$ cat src/bbpe_ram.sv
module bbpe_ram #(
    parameter int WIDTH = 48,
    parameter int DEPTH = 16
) (
    input  logic                     clk,
    input  logic                     wr_en,
    input  logic [$clog2(DEPTH)-1:0] wr_addr,
    input  logic [WIDTH-1:0]         wr_data,
    input  logic [$clog2(DEPTH)-1:0] rd_addr,
    output logic [WIDTH-1:0]         rd_data
);

    logic [WIDTH-1:0] mem [DEPTH];
    logic [WIDTH-1:0] rd_data_reg;

    always_ff @(posedge clk)
    begin
        if (wr_en)
        begin
            mem[wr_addr] <= wr_data;
        end
        rd_data_reg <= mem[rd_addr];
    end

    assign rd_data = rd_data_reg;

endmodule

$ cat config.mk
export PLATFORM = sky130hd
export DESIGN_NAME = bbpe_ram
export DESIGN_NICKNAME = d
export VERILOG_FILES = /design/src/bbpe_ram.sv
export SDC_FILE = /design/constraint.sdc
export NUM_CORES = 1
export LEC_CHECK = 0
export BUFFER_PORTS_ARGS = -buffer_cell sky130_fd_sc_hd__buf_2
export CORE_MARGIN = 5
export CORE_UTILIZATION = 35
export CTS_BUF_LIST = sky130_fd_sc_hd__clkbuf_4 sky130_fd_sc_hd__clkbuf_8
export DETAILED_ROUTE_END_ITERATION = 10
export MAX_ROUTING_LAYER = met4
export PLACE_DENSITY = 0.54
export SLEW_MARGIN = 20
export SYNTH_ARGS = -nofsm -noshare
export SYNTH_HDL_FRONTEND = slang
export SYNTH_SLANG_ARGS = --single-unit
$ cat constraint.sdc
create_clock -name clk -period 7.1 [get_ports clk]
set_input_delay 1.775 -clock clk [delete_from_list [all_inputs] [get_ports clk]]
set_output_delay 1.775 -clock clk [all_outputs]
set_load 0.1 [all_outputs]
# Yosys cells after proc, flatten, opt, wreduce, memory -nomap -nowiden
# Memory sizes are Yosys's and may differ from the RTL's. A register that Yosys moved wholly into a read port is not among the register bits.
# Cells that the tools add are included.
# Widths: inputs -> output; s select.
# totals
register_bits,0
mem_bits_rw,768
inputBits,58
output_inout_bits,48
elab_cells,3
n_memories,1
# memory_table
name,depth,word_bits,read_ports,rd_clocked_by_memory_dff,wr,line_no,text
mem,16,48,1,1,1,13,logic [WIDTH-1:0] mem [DEPTH];
# op_classes
mux,2
# op_table
cell,n
$mux 1,2

# Longest topological paths before layout
# Gate-level depths: netlist of run 1.
# logic_depth
ltp_word,2
mapped_depth,6
mapped_depth_nobuf,3

# Least setup slack after synthesis of run 1
# No wires, ideal clock.
# synth_timing
path_type,in2reg
start,input port wr_addr[2]
end,"memory mem[0][0], enable pin"
setup_time_ns,0.513
arrival_ns,5.566
t_required_ns,6.587
setup_slack_ns,1.021
path_stages,2
path_buffers,0
cell_sequence,or3b_2 -> nor3_1
# synth_lines
element,line_no,text
from (decl),7,"input logic [$clog2(DEPTH)-1:0] wr_addr,"
to (decl),13,
# No word-level cell before the write port.

# Worst setup path after layout of run 1
# layout_timing
start,input port wr_addr[2]
end,"memory mem[10][33], enable pin"
# No word-level cell before the write port.

==> run_results.csv, run 1 <==
group,metric,value,unit
grt,antenna_found_initial,11,
route,drt_drc_violations_left,0,
route,viasPerCell,5.080,
route,detail_route.wirelength,68650,um
worst_setup_path,critical_path.max_fanout,34,
route,drtPass1Iterations,5,
power_and_ir_drop,net-switching-power,2.343,mW
place,place.port_buffers,105,
cts,clk_root_buffer_cell,"clkbuf_8",
power_and_ir_drop,ir_drop_worst_vdd,0.1868,mV
sta,finalWorstPathRequiredPeriod,3.436,ns
cells_and_area,largest_reg_flops,768,
yosys,yosysUniqueCellTypes,17,
yosys,synth.area.top_cells,"edfxtp_1, mux4_2, dfxtp_1, a22oi_1, nand2_1",
worst_setup_path,timing.critical_path.cells,"buf_2, nand3b_1, nor2_4, buf_4",
power_and_ir_drop,power.density,297.1,nW/um2
job,max_cap_violations,0,
yosys,syn_avg_cell_area,23.91,um2
worst_hold_path,hold_path.class,"register to register",
sta,holdWs,0.6621,ns
cts,clkSinkCount,816,
sta,fmaxAchievable,291.0,MHz
cts,post_cts_setup_buffer_count,0,
worst_setup_path,critical_path.slowest_cell,"nor2_4",
cells_and_area,final_cell_count_no_fill,2699,
cells_and_area,area.growth.synth_to_final,16.12,%
cts,cts_hold_repair.buffers,0,
grt,maximum_number_of_pins_on_one_net_before_global_route_repair,98,
sta,finalMaxSlewViolations,0,
cts,cts_tree,"yes",
yosys,synth-edff-count,768,
power_and_ir_drop,share_seq_of_total_power,53.0,%
status,outcome,"complete, no violations",
cells_and_area,finish.net_count,1505,
yosys,seq_area_frac_synth,80.90,%
worst_setup_path,critPathTopFamily,"simple AND/OR/NAND/NOR gates",
yosys,synth_largest_type_area_fraction,77.66,%
die,die_height,301.3,um
die,boundaryPins,106,
yosys,synth-warning-count,0,
worst_setup_path,critical_path_arrival,3.80,ns
die,num_rows,106,
cts,tritoncts_buffer_count,136,
cts,cts_max_path_buffers,3,
sta,rsz_0062_raised_after_global_routing,"false",
sta,worst_pin_slew,1.125,ns
power_and_ir_drop,static_leak,11.03,nW
grt,first_pass_grt_wire_length,101100,um
die,die_area,90770,um2
sta,setup_tns,0,ns
sta,timing.max_slew.rel_slack,25.01,%
power_and_ir_drop,pwr-share-comb,6.8,%
yosys,synth_cells,1242,
worst_setup_path,worstSetupEndpointType,"register",
worst_setup_path,crit_path_max_incr_delay,0.75,ns
yosys,synth_area_leader_cell,"edfxtp_1",
cts,ctsResizeCount,0,
worst_setup_path,cp-start-kind,"primary input",
yosys,synth-seq-cells,816,
place,gp_routability_congestion,0.6896,
worst_setup_path,worstPathBufferInverterCount,2,
route,wire_per_inst,25.44,um
yosys,synthesis.nets,1300,
cells_and_area,final_layout_size_suffix_gt1_share,36.70,%
power_and_ir_drop,clockPowerShare,40.2,%
die,initial_utilization,35.37,%
worst_setup_path,critical_path_class,"primary input to register",
worst_setup_path,worstPathRequired,7.47,ns
cts,depth_of_the_cts_h_tree,4,
sta,hold_viol,0,
grt,grt-ovfl-total,0,
cts,clock_latency,0.75,ns
grt,grtUsageTotal,15.77,%
yosys,mappedNetlistArea,29690,um2
yosys,synth_top_cells_by_count,"edfxtp_1, mux4_2, a22oi_1, nand2_1, dfxtp_1",
grt,vias_in_the_first_global_route,14843,
sta,setup_viol_count_final,0,
yosys,synth_ff_type,"edfxtp_1",
sta,finalCritPeriodShare,48.40,%
die,core_area,83950,um2
place,place_hpwl,31530,um
power_and_ir_drop,switching_share,22.88,%
place,dpl.cell_count,2443,
cts,cts.clk_slew.worst_paths,0.06,ns
power_and_ir_drop,cell_internal_pwr,7.901,mW
route,drtIter0Drc,1100,
route,dr_total_vias,13712,
power_and_ir_drop,total_design_power,10.24,mW
yosys,synth_async_sr_flop_share,0,%
yosys,yosys.cell_count.top_type,"edfxtp_1",
die,die_width,301.3,um
sta,timing.clock.skew,0.01623,ns
route,antenna_violating_nets_post_route,0,
==> cells by family after synthesis <==
kind of cell / Yosys count / synth area share (%)
muxes: 192 / 14.56
DFF: 816 / 80.90
buffers and inverters: 63 / 1.058
and+or+nand+nor: 75 / 1.053
AOI/OAI and AO/OA: 96 / 2.427
==> worst register-to-register path, cell delays in order (launching register included) <==
cell and delay [ns]:
edfxtp_1 0.37, mux4_2 0.49, a22oi_1 0.39, nand2_1 0.10
==> area by class of cell <==
class                   instances  area, um2
fillers                      7333      49470
clock buffers                 209       2514
clock inverters                38      242.7
multi-input cells             363       5492
flip-flops and latches        816      24020
diodes                          9      22.52
repair buffers                130      769.5
well taps                    1134       1419
==> power groups by stage <==
stage / Combinational [mW] / Sequential (mW) / Clock, mW
floorplan: 0.256 / 5.75 / 0
global placement: 0.698 / 5.52 / 0
detailed placement: 0.706 / 5.53 / 0
CTS: 0.707 / 5.43 / 4.25
global route: 0.736 / 5.43 / 4.49
finish: 0.695 / 5.43 / 4.12
==> worst paths after layout <==
kind | cells after the start | start | endpoint | slack (ns)
hold / removal | 3 | mem[14][13] | rd_data[13] | 0.66
hold reg to reg | 3 | mem[14][13] | rd_data[13] | 0.66
setup reg to reg | 3 | mem[3][38] | rd_data[38] | 5.63
setup / recovery | 4 | wr_addr[2] | mem[10][33] | 3.66
==> cell usage in the layout (no fill, tap or decap), types with 3 or more instances in the layout <==
cell type	instances
mux4_2	192
clkbuf_8	152
clkbuf_4	58
a22oi_1	96
buf_12	3
clkinv_1	19
nor2_4	13
clkinv_2	7
buf_2	103
nor3_2	4
edfxtp_1	768
nand2_1	49
clkinvlp_4	9
buf_4	22
diode_2	9
dfxtp_1	48
==> per-layer routing <==
| metal | vias to the layer above | wire length (um) | track usage (%) |
|---|---|---|---|
| li1 | 5770 | - | - |
| met3 | 84 | 4241 | 3.931 |
| met1 | 7474 | 30010 | 21.06 |
| met2 | 384 | 33390 | 24.37 |
| met5 | - | 0 | - |
| met4 | 0 | 1007 | 4.459 |
==> metrics by stage <==
step                cell area, um2  util [%]  worst slack (ns)
floorplan                    29690         -             1.021
global placement             31700     37.76             2.871
detailed placement           31700     37.76             2.907
CTS                          34460     41.05             3.578
global route                 34480     41.07             3.501
finish                       34480     41.07             3.664
Note: power is estimated with default switching activity, not from simulation.
==> run 2: changes to the inputs <==
Settings changed: ABC_AREA set to 1, PLACE_DENSITY 0.54 to 0.56.
Clock period 7.1 ns to 3.11 ns, I/O delays scaled along.
==> run 2 against run 1 <==
  * Via count up 57%
  * Global-route usage is 0.82 points higher
  * Setup slack worse by 3.1 ns
  * Power is 130% higher
  * Utilization is 1.0 points lower
  * Register-to-register slack got worse by 3.6 ns
  * First-iteration DRC count grew 49%
  * Largest power group unchanged
  * Largest cell class unchanged
  * Critical path depth shrank 3
  * Sequential power increased by 130%
  * Design area up 12%
  * Non-clock buffer count is 25 higher
  * Sequential cell count stayed put
==> run_results.csv, run 2 <==
group,metric,value,unit
status,outcome,"complete, no violations",
grt,grtUsageTotal,16.59,%
worst_setup_path,worstPathBufferInverterCount,1,
cells_and_area,area.growth.synth_to_final,13.74,%
sta,finalCritPeriodShare,81.05,%
die,boundaryPins,106,
worst_setup_path,cp-start-kind,"register",
yosys,synth_ff_type,"edfxtp_1",
place,place_hpwl,43560,um
yosys,synth-edff-count,768,
cts,depth_of_the_cts_h_tree,4,
grt,maximum_number_of_pins_on_one_net_before_global_route_repair,128,
power_and_ir_drop,power.density,610.2,nW/um2
power_and_ir_drop,static_leak,16.34,nW
cts,post_cts_setup_buffer_count,0,
cells_and_area,final_cell_count_no_fill,4687,
worst_setup_path,critical_path_class,"register to primary output",
sta,holdWs,0.3801,ns
sta,hold_viol,0,
die,initial_utilization,35.20,%
cts,clkSinkCount,816,
worst_setup_path,critical_path.slowest_cell,"buf_2",
yosys,synth_cells,3165,
cts,tritoncts_buffer_count,135,
sta,fmaxAchievable,396.7,MHz
yosys,seq_area_frac_synth,70.68,%
yosys,yosysUniqueCellTypes,15,
place,dpl_cell_area,35990,um2
route,detail_route.wirelength,84180,um
yosys,synthesis.nets,3223,
cts,cts_tree,"yes",
route,drtPass1Iterations,7,
worst_setup_path,critical_path_arrival,1.74,ns
place,place.port_buffers,105,
cells_and_area,final_util,40.03,%
place,dpl.cell_count,4438,
grt,antenna_found_initial,9,
worst_hold_path,hold_path.class,"primary input to register",
worst_setup_path,timing.critical_path.cells,"buf_2",
cts,clock_latency,0.80,ns
route,viasPerCell,4.591,
cells_and_area,postLayoutCellArea,38660,um2
cells_and_area,leading_cell_type_in_the_layout_fill_and_taps_excluded,"nand2_1",
die,die_width,321.6,um
cells_and_area,fillerInstances,9167,
route,drtIter0Drc,1635,
cts,ctsResizeCount,0,
worst_setup_path,crit_path_max_incr_delay,0.49,ns
sta,timing.clock.skew,0.03027,ns
die,die_area,103400,um2
worst_setup_path,critPathTopFamily,"buffers and inverters",
sta,worst_pin_slew,0.6665,ns
sta,rsz_0062_raised_after_global_routing,"false",
power_and_ir_drop,ir_drop_worst_vdd,0.3816,mV
yosys,yosys.cell_count.top_type,"nand2_1",
yosys,mappedNetlistArea,33990,um2
cts,cts.clk_slew.worst_paths,0.06,ns
die,die_height,321.6,um
worst_setup_path,worstSetupEndpointType,"primary output",
yosys,synth.area.top_cells,"edfxtp_1, nand2_1, nand3_1, inv_1, dfxtp_1",
route,antenna_violating_nets_post_route,0,
cells_and_area,largest_reg_flops,768,
route,wire_per_inst,17.96,um
job,max_cap_violations,0,
yosys,synth-seq-cells,816,
route,drt_drc_violations_left,0,
yosys,syn_avg_cell_area,10.74,um2
route,dr_total_vias,21516,
yosys,synth-warning-count,0,
sta,setup_viol_count_final,0,
sta,fin_worst_setup_slack,0.5895,ns
die,num_rows,114,
sta,finalMaxSlewViolations,0,
grt,grt-ovfl-total,0,
cells_and_area,most_frequent_cells_in_the_layout,"nand2_1, edfxtp_1, inv_1",
die,core_area,96570,um2
worst_setup_path,worstPathRequired,2.33,ns
cts,clk_root_buffer_cell,"clkbuf_8",
worst_setup_path,critical_path.max_fanout,1,
cells_and_area,finish.net_count,3357,
place,preCtsSetupSlack,0.6620,ns
yosys,synth_largest_type_area_fraction,67.85,%
yosys,synth_async_sr_flop_share,0,%
yosys,synth_top_cells_by_count,"nand2_1, edfxtp_1, inv_1, nand3_1, buf_2",
cts,cts_max_path_buffers,3,
grt,first_pass_grt_wire_length,128500,um
grt,vias_in_the_first_global_route,21039,
cells_and_area,final_layout_size_suffix_gt1_share,11.57,%
sta,timing.max_slew.rel_slack,55.56,%
sta,finalWorstPathRequiredPeriod,2.521,ns
place,gp_routability_congestion,0.7384,
yosys,synth_area_leader_cell,"edfxtp_1",
cts,cts_hold_repair.buffers,0,
[run 2: cell types whose count changed after synthesis, sizes merged, moves of 4 or more]
cell,change
nor3,-4
buf,+98
a22oi,-96
nand2,+964
inv,+582
nor2,+4
nand3,+576
mux4,-192
[run 2: kinds of logic (layout without fill, tap and decap cells)]
group                  Yosys count  count (layout)  share of synthesized area (%)
AND/OR/NAND/NOR               1609            1609                          19.92
buffers and inverters          740             980                          9.405
other                            0               6                              0
flip-flops                     816             816                          70.68
[run 2: path summary, 6_finish.rpt]
kind	startpoint	to	slack (ns)	cells past startpoint
worst max-delay path	rd_data[25]	rd_data[25]	0.59	1
worst min register to register	mem[2][9]	rd_data[9]	0.64	6
worst max register to register	mem[6][39]	rd_data[39]	2.01	6
worst min-delay path	wr_data[47]	mem[5][47]	0.38	1
[run 2: routing by layer]
layer / vias to the layer above / GRT usage, % / share of wire, %
li1: 10508 / - / -
met1: 10320 / 22.16 / 45
met4: 0 / 4.642 / 1.8
met2: 568 / 26.08 / 47
met3: 120 / 3.230 / 5.7
met5: - / - / 0
[run 2: cell type report]
type / instances / area (um2) / share of cell area, %
multi-input cells: 1609 / 6889 / 17.82
diodes: 6 / 15.01 / 0.03884
well taps: 1276 / 1597 / 4.130
flip-flops and latches: 816 / 24020 / 62.14
repair buffers: 155 / 1275 / 3.298
inverters: 582 / 2206 / 5.706
clock buffers: 185 / 2283 / 5.907
clock inverters: 58 / 370.4 / 0.9580
[run 2: through the flow]
stage,power (mW),TNS (ns)
final,23.59,0
after global routing,24.54,0
after CTS,23.86,0
after detailed placement,14.58,0
after global placement,14.56,0
after floorplan,13.94,-169.43
[run 2: power by group]
| part | switching (mW) | internal [mW] | total [mW] |
|---|---|---|---|
| clock network | 4.30 | 4.97 | 9.26 |
| logic | 1.54 | 0.409 | 1.95 |
| registers | 0.0780 | 12.3 | 12.4 |
[run 2: worst register-to-register path, stage by stage (launching register included)]
cell and delay [ns]:
edfxtp_1 0.40, inv_1 0.07, nand2_1 0.07, nand3_1 0.09, nand3_1 0.11, nand3_1 0.17, nand2_1 0.08
