**src/bbpe_pkg.sv**
```systemverilog
package bbpe_pkg;

    // Stored width of one control point coordinate (signed Q.8).
    localparam int COORD_WIDTH = 16;
    localparam int POINT_COUNT = 16;
    localparam int IDX_W       = $clog2(POINT_COUNT);
    localparam int PARAM_W     = 16;
    localparam int SURF_W      = 24;

    // Basis weights are signed Q.15 after rounding from Q.42.
    localparam int WEIGHT_W     = 25;
    localparam int WEIGHT_SHIFT = 27;
    localparam int FINAL_SHIFT  = 30;
    localparam int ONE_Q14      = 16384;

    localparam int SURF_MAX = 8388607;
    localparam int SURF_MIN = -8388608;

    typedef enum logic {
        FUNC_LOAD = 1'b0,
        FUNC_EVAL = 1'b1
    } func_t;

    typedef struct packed {
        func_t                   func;
        logic [IDX_W-1:0]        point_index;
        logic signed [15:0]      point_x;
        logic signed [15:0]      point_y;
        logic signed [15:0]      point_z;
        logic [PARAM_W-1:0]      u_coord;
        logic [PARAM_W-1:0]      v_coord;
    } cmd_t;

    typedef struct packed {
        logic signed [SURF_W-1:0] surf_x;
        logic signed [SURF_W-1:0] surf_y;
        logic signed [SURF_W-1:0] surf_z;
    } result_t;

    typedef logic signed [WEIGHT_W-1:0] weight_t;
    typedef weight_t [3:0] weight_vec_t;

    typedef struct packed {
        logic        done;
        weight_vec_t w;
    } basis_res_t;

endpackage

```
**src/bbpe_basis.sv**
```systemverilog
module bbpe_basis (
    input  logic                          clk,
    input  logic                          rst_n,
    input  logic                          go,
    input  logic [bbpe_pkg::PARAM_W-1:0]  t_code,
    output bbpe_pkg::basis_res_t          res
);

    localparam logic [2:0] STEP_SS   = 3'd0;
    localparam logic [2:0] STEP_TT   = 3'd1;
    localparam logic [2:0] STEP_SSS  = 3'd2;
    localparam logic [2:0] STEP_SST  = 3'd3;
    localparam logic [2:0] STEP_STT  = 3'd4;
    localparam logic [2:0] STEP_TTT  = 3'd5;
    localparam logic [2:0] STEP_LAST = 3'd6;

    localparam int OP_W  = 18;
    localparam int SQ_W  = 34;
    localparam int MUL_W = SQ_W + OP_W;

    logic                        run_reg;
    logic                        done_reg;
    logic [2:0]                  step_reg;
    logic signed [OP_W-1:0]      t_reg;
    logic signed [OP_W-1:0]      s_reg;
    logic signed [SQ_W-1:0]      sq_s_reg;
    logic signed [SQ_W-1:0]      sq_t_reg;
    logic signed [MUL_W-1:0]     p_reg;
    bbpe_pkg::weight_vec_t       w_reg;

    logic signed [SQ_W-1:0]      op_a;
    logic signed [OP_W-1:0]      op_b;
    logic signed [MUL_W-1:0]     mul;
    logic signed [MUL_W:0]       p_ext;
    logic signed [MUL_W:0]       tri_p;
    logic signed [MUL_W:0]       rnd_one;
    logic signed [MUL_W:0]       rnd_tri;
    bbpe_pkg::weight_t           w_one;
    bbpe_pkg::weight_t           w_tri;

    always_comb
    begin
        case (step_reg)
            STEP_SS:
            begin
                op_a = SQ_W'(s_reg);
                op_b = s_reg;
            end
            STEP_TT:
            begin
                op_a = SQ_W'(t_reg);
                op_b = t_reg;
            end
            STEP_SSS:
            begin
                op_a = sq_s_reg;
                op_b = s_reg;
            end
            STEP_SST:
            begin
                op_a = sq_s_reg;
                op_b = t_reg;
            end
            STEP_STT:
            begin
                op_a = sq_t_reg;
                op_b = s_reg;
            end
            STEP_TTT:
            begin
                op_a = sq_t_reg;
                op_b = t_reg;
            end
            default:
            begin
                op_a = '0;
                op_b = '0;
            end
        endcase
        mul = MUL_W'(op_a) * MUL_W'(op_b);
    end

    // Round from Q.42 to Q.15: add half, then take the upper bits (floor).
    always_comb
    begin
        p_ext   = (MUL_W + 1)'(p_reg);
        tri_p   = p_ext + (p_ext <<< 1);
        rnd_one = p_ext + ((MUL_W + 1)'(1) <<< (bbpe_pkg::WEIGHT_SHIFT - 1));
        rnd_tri = tri_p + ((MUL_W + 1)'(1) <<< (bbpe_pkg::WEIGHT_SHIFT - 1));
        w_one   = rnd_one[bbpe_pkg::WEIGHT_SHIFT +: bbpe_pkg::WEIGHT_W];
        w_tri   = rnd_tri[bbpe_pkg::WEIGHT_SHIFT +: bbpe_pkg::WEIGHT_W];
    end

    always_ff @(posedge clk or negedge rst_n)
    begin
        if (!rst_n)
        begin
            run_reg  <= 1'b0;
            done_reg <= 1'b0;
            step_reg <= STEP_SS;
        end
        else
        begin
            done_reg <= run_reg && (step_reg == STEP_LAST);
            if (go)
            begin
                run_reg  <= 1'b1;
                step_reg <= STEP_SS;
            end
            else if (run_reg)
            begin
                if (step_reg == STEP_LAST)
                begin
                    run_reg <= 1'b0;
                end
                else
                begin
                    step_reg <= step_reg + 3'd1;
                end
            end
        end
    end

    // The product of one step is registered and consumed in the next.
    always_ff @(posedge clk)
    begin
        if (go)
        begin
            t_reg <= $signed({2'b00, t_code});
            s_reg <= $signed(OP_W'(bbpe_pkg::ONE_Q14)) - $signed({2'b00, t_code});
        end
        if (run_reg)
        begin
            p_reg <= mul;
            case (step_reg)
                STEP_TT:   sq_s_reg <= p_reg[SQ_W-1:0];
                STEP_SSS:  sq_t_reg <= p_reg[SQ_W-1:0];
                STEP_SST:  w_reg[0] <= w_one;
                STEP_STT:  w_reg[1] <= w_tri;
                STEP_TTT:  w_reg[2] <= w_tri;
                STEP_LAST: w_reg[3] <= w_one;
                default:   ;
            endcase
        end
    end

    assign res.done = done_reg;
    assign res.w    = w_reg;

endmodule

```
**config.mk**
```make
export PLATFORM = sky130hd
export DESIGN_NAME = bbpe_basis
export DESIGN_NICKNAME = d
export VERILOG_FILES = /design/src/bbpe_pkg.sv /design/src/bbpe_basis.sv
export SDC_FILE = /design/constraint.sdc
export NUM_CORES = 2
export LEC_CHECK = 0
export ABC_AREA = 1
export BUFFER_PORTS_ARGS = -buffer_cell sky130_fd_sc_hd__buf_2
export CORE_UTILIZATION = 45
export DETAILED_ROUTE_END_ITERATION = 8
export MAX_ROUTING_LAYER = met4
export PLACE_DENSITY_LB_ADDON = 0.08
export RECOVER_POWER = 100
export SLEW_MARGIN = 10
export SYNTH_ARGS = -nofsm -noshare
export SYNTH_HDL_FRONTEND = slang
export SYNTH_SLANG_ARGS = --single-unit
```
**constraint.sdc**
```tcl
create_clock -name clk -period 14.91 [get_ports clk]
set_input_delay 2.2365 -clock clk [delete_from_list [all_inputs] [get_ports clk]]
set_output_delay 2.2365 -clock clk [all_outputs]
set_load 0.005 [all_outputs]
```
=== Yosys cells after proc, flatten, opt, wreduce, memory -nomap -nowiden ===
Index checks and enable logic that the tools add are counted.

* Mux-type cells: 8
* Add/subtract/negate cells: 5
* Reductions and logical operators: 14
* Equality and inequality tests: 7
* $mul: 1

{| class="wikitable"
|+ Operator list
! operator !! count
|-
| $pmux 34 s4 || 1
|-
| $add 52x28->52 const B || 2
|-
| $add 52x52->52 || 1
|-
| $mul 34x18->52 || 1
|-
| $pmux 18 s2 || 1
|-
| $sub 15x16->17 const A || 1
|-
| $reduce_and 2->1 || 7
|-
| $eq 3x3->1 const B || 3
|-
| $mux 3 || 3
|-
| $eq 3x2->1 const B || 2
|-
| $reduce_or 3->1 || 2
|-
| $reduce_or 2->1 || 2
|-
| $add 3x1->3 const B || 1
|-
| $eq 3x1->1 const B || 1
|-
| $logic_not 3->1 || 1
|-
| $mux 1 || 3
|-
| $ne 2x2->1 const B || 1
|-
| $reduce_bool 2->1 || 1
|-
| $logic_and 1x1->1 || 1
|}

* Input port bits: 19
* Register bits after elaboration: 259
* Word-level logic and storage cells: 47

=== Longest topological paths before layout ===
* Depth in word-level cells: 4
* Mapped depth: 36
* Gate-level depth less buffers: 35

=== Least setup slack after synthesis ===
Ideal clock, no wire load.

* Path type: reg-to-reg
* Start: reg step_reg[0]
* End: reg p_reg[43] (data pin)
* Data arrival time: 6271 ps
* Path slack: 8386 ps
* Path buffers: 1
* Required time: 14657 ps
* Cell stages (with the launch flop): 30
* Cells stage by stage: dfrtp_1 -> inv_1 -> ha_1 -> inv_1 -> nor2_1 -> inv_2 -> nor2_1 -> inv_2 -> nand3_1 -> inv_1 -> buf_2 -> nor2_1 -> fa_1 -> fa_1 -> ha_1 -> inv_1 -> fa_1 -> inv_1 -> fa_1 -> inv_1 -> fa_1 -> inv_1 -> ha_1 -> nand2_1 -> nor2_1 -> nand2_1 -> nor3_1 -> nand4_1 -> nand4_1 -> nand2_1

* Cells in the longest elaborated chain, start to end: 4

{| class="wikitable"
|+ Ends and longest elaborated chain
! item !! RTL line !! RTL
|-
| start: declaration || bbpe_basis.sv:23 || <nowiki>logic [2:0] step_reg;</nowiki>
|-
| start signal: assignment || bbpe_basis.sv:118 || <nowiki>step_reg <= step_reg + 3'd1;</nowiki>
|-
| $eq 3x3->1 (tied with other cells) || bbpe_basis.sv:43 || <nowiki>case (step_reg)</nowiki>
|-
| $reduce_or 2->1 (no source line) or $reduce_or 3->1 (tied branches) || n/a ||
|-
| $pmux 34 s4 or $pmux 18 s2 (tied branches) || bbpe_basis.sv:43 ||
|-
| $mul 34x18->52 (*) || bbpe_basis.sv:80 || <nowiki>mul = MUL_W'(op_a) * MUL_W'(op_b);</nowiki>
|-
| named net mul[43] || bbpe_basis.sv:33 || <nowiki>logic signed [MUL_W-1:0] mul;</nowiki>
|-
| end signal: assignment || bbpe_basis.sv:134 || <nowiki>p_reg <= mul;</nowiki>
|-
| end: declaration || bbpe_basis.sv:28 || <nowiki>logic signed [MUL_W-1:0] p_reg;</nowiki>
|}

The timed path passes the listed nets; every way through them passes the cells marked *.
A chain may end at the register's enable or synchronous reset.

=== Worst setup path after layout ===
* Start: reg step_reg[1]
* End: reg p_reg[39] (data pin)

The elaborated chain is that of the path after synthesis.

==> metrics list <==
- Post-Synthesis Cell Area: between 30000 and 40000 um^2
- Summed over all failing endpoints, the final setup total negative slack is 0 ns.
- Detail-routed net length per standard cell: a little over 20 um
- Cts hold-fix bufs: 0
- Synthesis inferred 257 register bits.
* Starting density of the core: between 40% and 50%
- After the first detailed-routing iteration, the DRC count stood at approximately 2000.
- Once the clock tree was built, the resizer swapped 0 gates to a different size.
* Clock insertion delay at the later pin of the skew report: ~0.6 ns
- The largest individual stage delay along the critical path comes from the cell sky130_fd_sc_hd__inv_1.
- By instance count, the cell type seen most on the critical path is sky130_fd_sc_hd__inv_1.
- The worst setup path is captured at a register.
* Unique cell type count in the Yosys netlist: between 40 and 50
- In the routed layout, each cell is associated on average with a via count of between 5 and 6.
- Total length of routed wires: around 110000 um
* Max-Cap Viols: 6
- Die area: 80030 um^2
- Post-route DRC: 0
- The min-delay analysis places its worst path in the category reg -> reg.
* Mapped Nets: about 5000
* Number of clock sinks: ~260
* Fraction of synthesized cell area taken by the top area cell type: approximately a third
- Mean instance size in the synthesized netlist: between 8 and 9 um^2
* Final slew viol count: 190
- Final RePlAce weighted congestion: about 0.99
- The setup check on the worst reg-to-reg path leaves a slack of around 6 ns.
- Critical path arrival: ~9 ns
* Area of the core region: 77720 um^2
- For the worst flop-to-flop path, the logic depth is 28.
- The layout has slightly below 8000 filler cells.
- Via Count: 27315
* Leading cell types by count after synthesis: 1021 x sky130_fd_sc_hd__nand2_1, 1010 x sky130_fd_sc_hd__inv_1, 586 x sky130_fd_sc_hd__fa_1
- During I/O placement, the number of pins put on the boundary was 120.
- Clock-pin slew was measured on the worst setup and hold paths at 0.06 ns.
- Across the routed clock network, the largest skew measured is between 0.015 and 0.02 ns.
- # setup viols final: 0
- Static timing analysis puts the maximum clock frequency at 113.9 MHz.
* GRT Residual Overflow: 0
* Area added between synthesis and finish: 7.238%
- Of all nets on the critical path, the largest fanout is 34.
- TritonCTS built the clock tree.
- Required time reported for the critical path endpoint: roughly 15 ns
- Number of hold violations in the final report: 0
* Outcome: finished, violations left
- Number of antenna-violating nets in the routed design: 0
- Number of setup buffers added after CTS: 0
- The final critical path takes up around three fifths of the cycle.
- The synthesized design contains approximately 250 enable-type register cells.
- Minimum clock period: 8.780 ns
- Counting the buffers created by CTS gives 29.
- sky130_fd_sc_hd__fa_1 takes more of the synthesized area than any other cell.
- Detailed-placement wirelength estimate: ~90000 um
- From bottom edge to top edge, the die measures 282.9 um.
- Max reg flops: 100
- The worst register-to-register path begins at step_reg[1].
* Number of rows created at floorplan: ~100
- The most used flip-flop cell after synthesis is sky130_fd_sc_hd__edfxtp_1.
- Largest cells by area after synthesis: sky130_fd_sc_hd__fa_1 33%, sky130_fd_sc_hd__edfxtp_1 21%, sky130_fd_sc_hd__nand2_1 11%, sky130_fd_sc_hd__inv_1 11%, sky130_fd_sc_hd__ha_1 8.0%
- Headroom to the max-slew limit came out at -135.5%.
- CP max stage delay: slightly above 0.9 ns
* Global-route usage over all layers: between 20 and 30%
- Cell depth of the worst hold path: 0
* Buffer levels on the longest clock path: 3
- Destination of the worst hold path: sq_s_reg[6]
- Sequential-to-total area share from yosys stat: a little over a fifth
- Setup repair after global routing left no endpoint under its margin.
- The net count of the finished layout is 5110.
- The startpoint identified for the worst hold timing path is p_reg[6].
- The worst register-to-register path ends at p_reg[39].
- Port Buffer Count: between 100 and 150
- Fraction of synthesis flops using an asynchronous set or reset pin: slightly below 2%
- Most frequently used cell type in the post-synthesis netlist: sky130_fd_sc_hd__nand2_1
- Gate count of the mapped netlist: ~4200
- Of the cells placed in the final design, the portion with a size suffix greater than 1 is 3.372%.
- The first detailed-routing pass took 6 iterations.
- Category of the critical setup timing path: reg -> reg
* Number of antenna violations at the first check in global routing: 0
- Width of the chip: approximately 280 um
* Largest net degree at the start of global routing: 60
* Via count of the first global-routing pass: about 28000
- YS warnings: 0
* Failing checks: capacitance limit, slew limit
- Clock Tree Root: sky130_fd_sc_hd__clkbuf_16
* CTS H-Tree Depth: 1
* Transition time at the pin with the least slew margin: between 3 and 4 ns
- STA classifies the critical path startpoint as a register.
- The first global-routing pass estimated approximately 170000 um of wire.
[final cells by class]
class / instances / area (um^2) / area share (%)
timing repair buffer: 154 / 680.7 / 1.788
multi-input combinational: 2800 / 23510 / 61.75
clock buffer: 34 / 744.5 / 1.955
sequential: 257 / 7694 / 20.21
clock inverter: 20 / 256.5 / 0.6736
antenna: 1 / 2.502 / 0.006572
inverter: 1035 / 3885 / 10.20
tap: 1040 / 1301 / 3.417
[kinds of logic after synthesis]
kind of cell,synth area share (%)
AO/OA/AOI/OAI,4.200
XOR/XNOR,2.047
adder cells (fa/ha/maj),41.07
buffers and inverters,12.20
flip-flops,21.66
AND/OR/NAND/NOR,18.82
[worst max path at each step]
stage,from,to,slack [ns],cells after the start
after floorplan,step_reg[0],p_reg[43],8.39,29
final,step_reg[1],p_reg[39],6.13,28
after global placement,step_reg[0],p_reg[39],6.39,30
after CTS,step_reg[0],p_reg[39],6.51,30
after detailed placement,step_reg[0],p_reg[39],6.53,30
after global routing,step_reg[1],p_reg[39],5.57,28
[metrics by stage]
step	hold slack [ns]	instance area (um^2)	cells	utilization, %	worst slack (ns)
after floorplan	0.4699	35510	4179	-	8.386
after global placement	0.5020	37270	5286	47.96	6.388
after detailed placement	0.5172	37270	5286	47.96	6.530
after CTS	0.5075	38270	5340	49.24	6.512
after global routing	0.5221	38070	5340	48.99	5.573
final	0.5165	38080	5341	48.99	6.130
[critical path: cells and delay by family, from the launching register on]
family,cells,cell delay [ns]
flip-flops,1,0.40
adder cells (fa/ha/maj),8,3.67
AO/OA/AOI/OAI,1,0.12
buffers and inverters,9,1.72
AND/OR/NAND/NOR,10,2.57
[per-layer routing]
| layer | track usage [%] | up-vias | part of all wire (%) |
|---|---|---|---|
| met2 | 47.30 | 846 | 47 |
| met1 | 38.00 | 13587 | 43 |
| met4 | 9.550 | 0 | 3.6 |
| met3 | 3.952 | 176 | 6.4 |
| met5 | - | - | 0 |
| li1 | - | 12706 | - |
[cell usage in the layout, fill, tap and decap left out, types with 3 or more instances in the layout]
master,synthesis,routed
sky130_fd_sc_hd__nor2_1,418,420
sky130_fd_sc_hd__nand3_2,6,6
sky130_fd_sc_hd__o22ai_1,24,18
sky130_fd_sc_hd__nand4_1,43,43
sky130_fd_sc_hd__o21bai_1,11,11
sky130_fd_sc_hd__nand3_1,98,98
sky130_fd_sc_hd__xnor2_1,28,28
sky130_fd_sc_hd__clkinv_2,0,4
sky130_fd_sc_hd__fa_1,586,586
sky130_fd_sc_hd__a21oi_4,3,3
sky130_fd_sc_hd__dfrtp_1,5,4
sky130_fd_sc_hd__o22ai_2,6,12
sky130_fd_sc_hd__and2_0,1,5
sky130_fd_sc_hd__nand2_1,1021,1021
sky130_fd_sc_hd__nor2_4,7,7
sky130_fd_sc_hd__a22o_1,15,15
sky130_fd_sc_hd__ha_1,228,228
sky130_fd_sc_hd__clkinvlp_4,0,5
sky130_fd_sc_hd__o21ai_0,70,72
sky130_fd_sc_hd__buf_4,5,26
sky130_fd_sc_hd__inv_2,25,24
sky130_fd_sc_hd__inv_1,1010,1011
sky130_fd_sc_hd__edfxtp_1,252,252
sky130_fd_sc_hd__bufinv_16,0,5
sky130_fd_sc_hd__o211ai_1,3,3
sky130_fd_sc_hd__buf_2,68,4
sky130_fd_sc_hd__nor2_2,12,10
sky130_fd_sc_hd__clkinv_1,0,3
sky130_fd_sc_hd__nor3_1,24,24
sky130_fd_sc_hd__nand3b_1,5,5
sky130_fd_sc_hd__clkbuf_16,0,29
sky130_fd_sc_hd__xor2_1,55,55
sky130_fd_sc_hd__clkbuf_1,12,129
sky130_fd_sc_hd__nor2_8,4,4
sky130_fd_sc_hd__a21oi_1,115,115
Power is left out: the tool's default activity adds up to more than one toggle a clock period on the data nets, which glitch-free logic cannot reach.
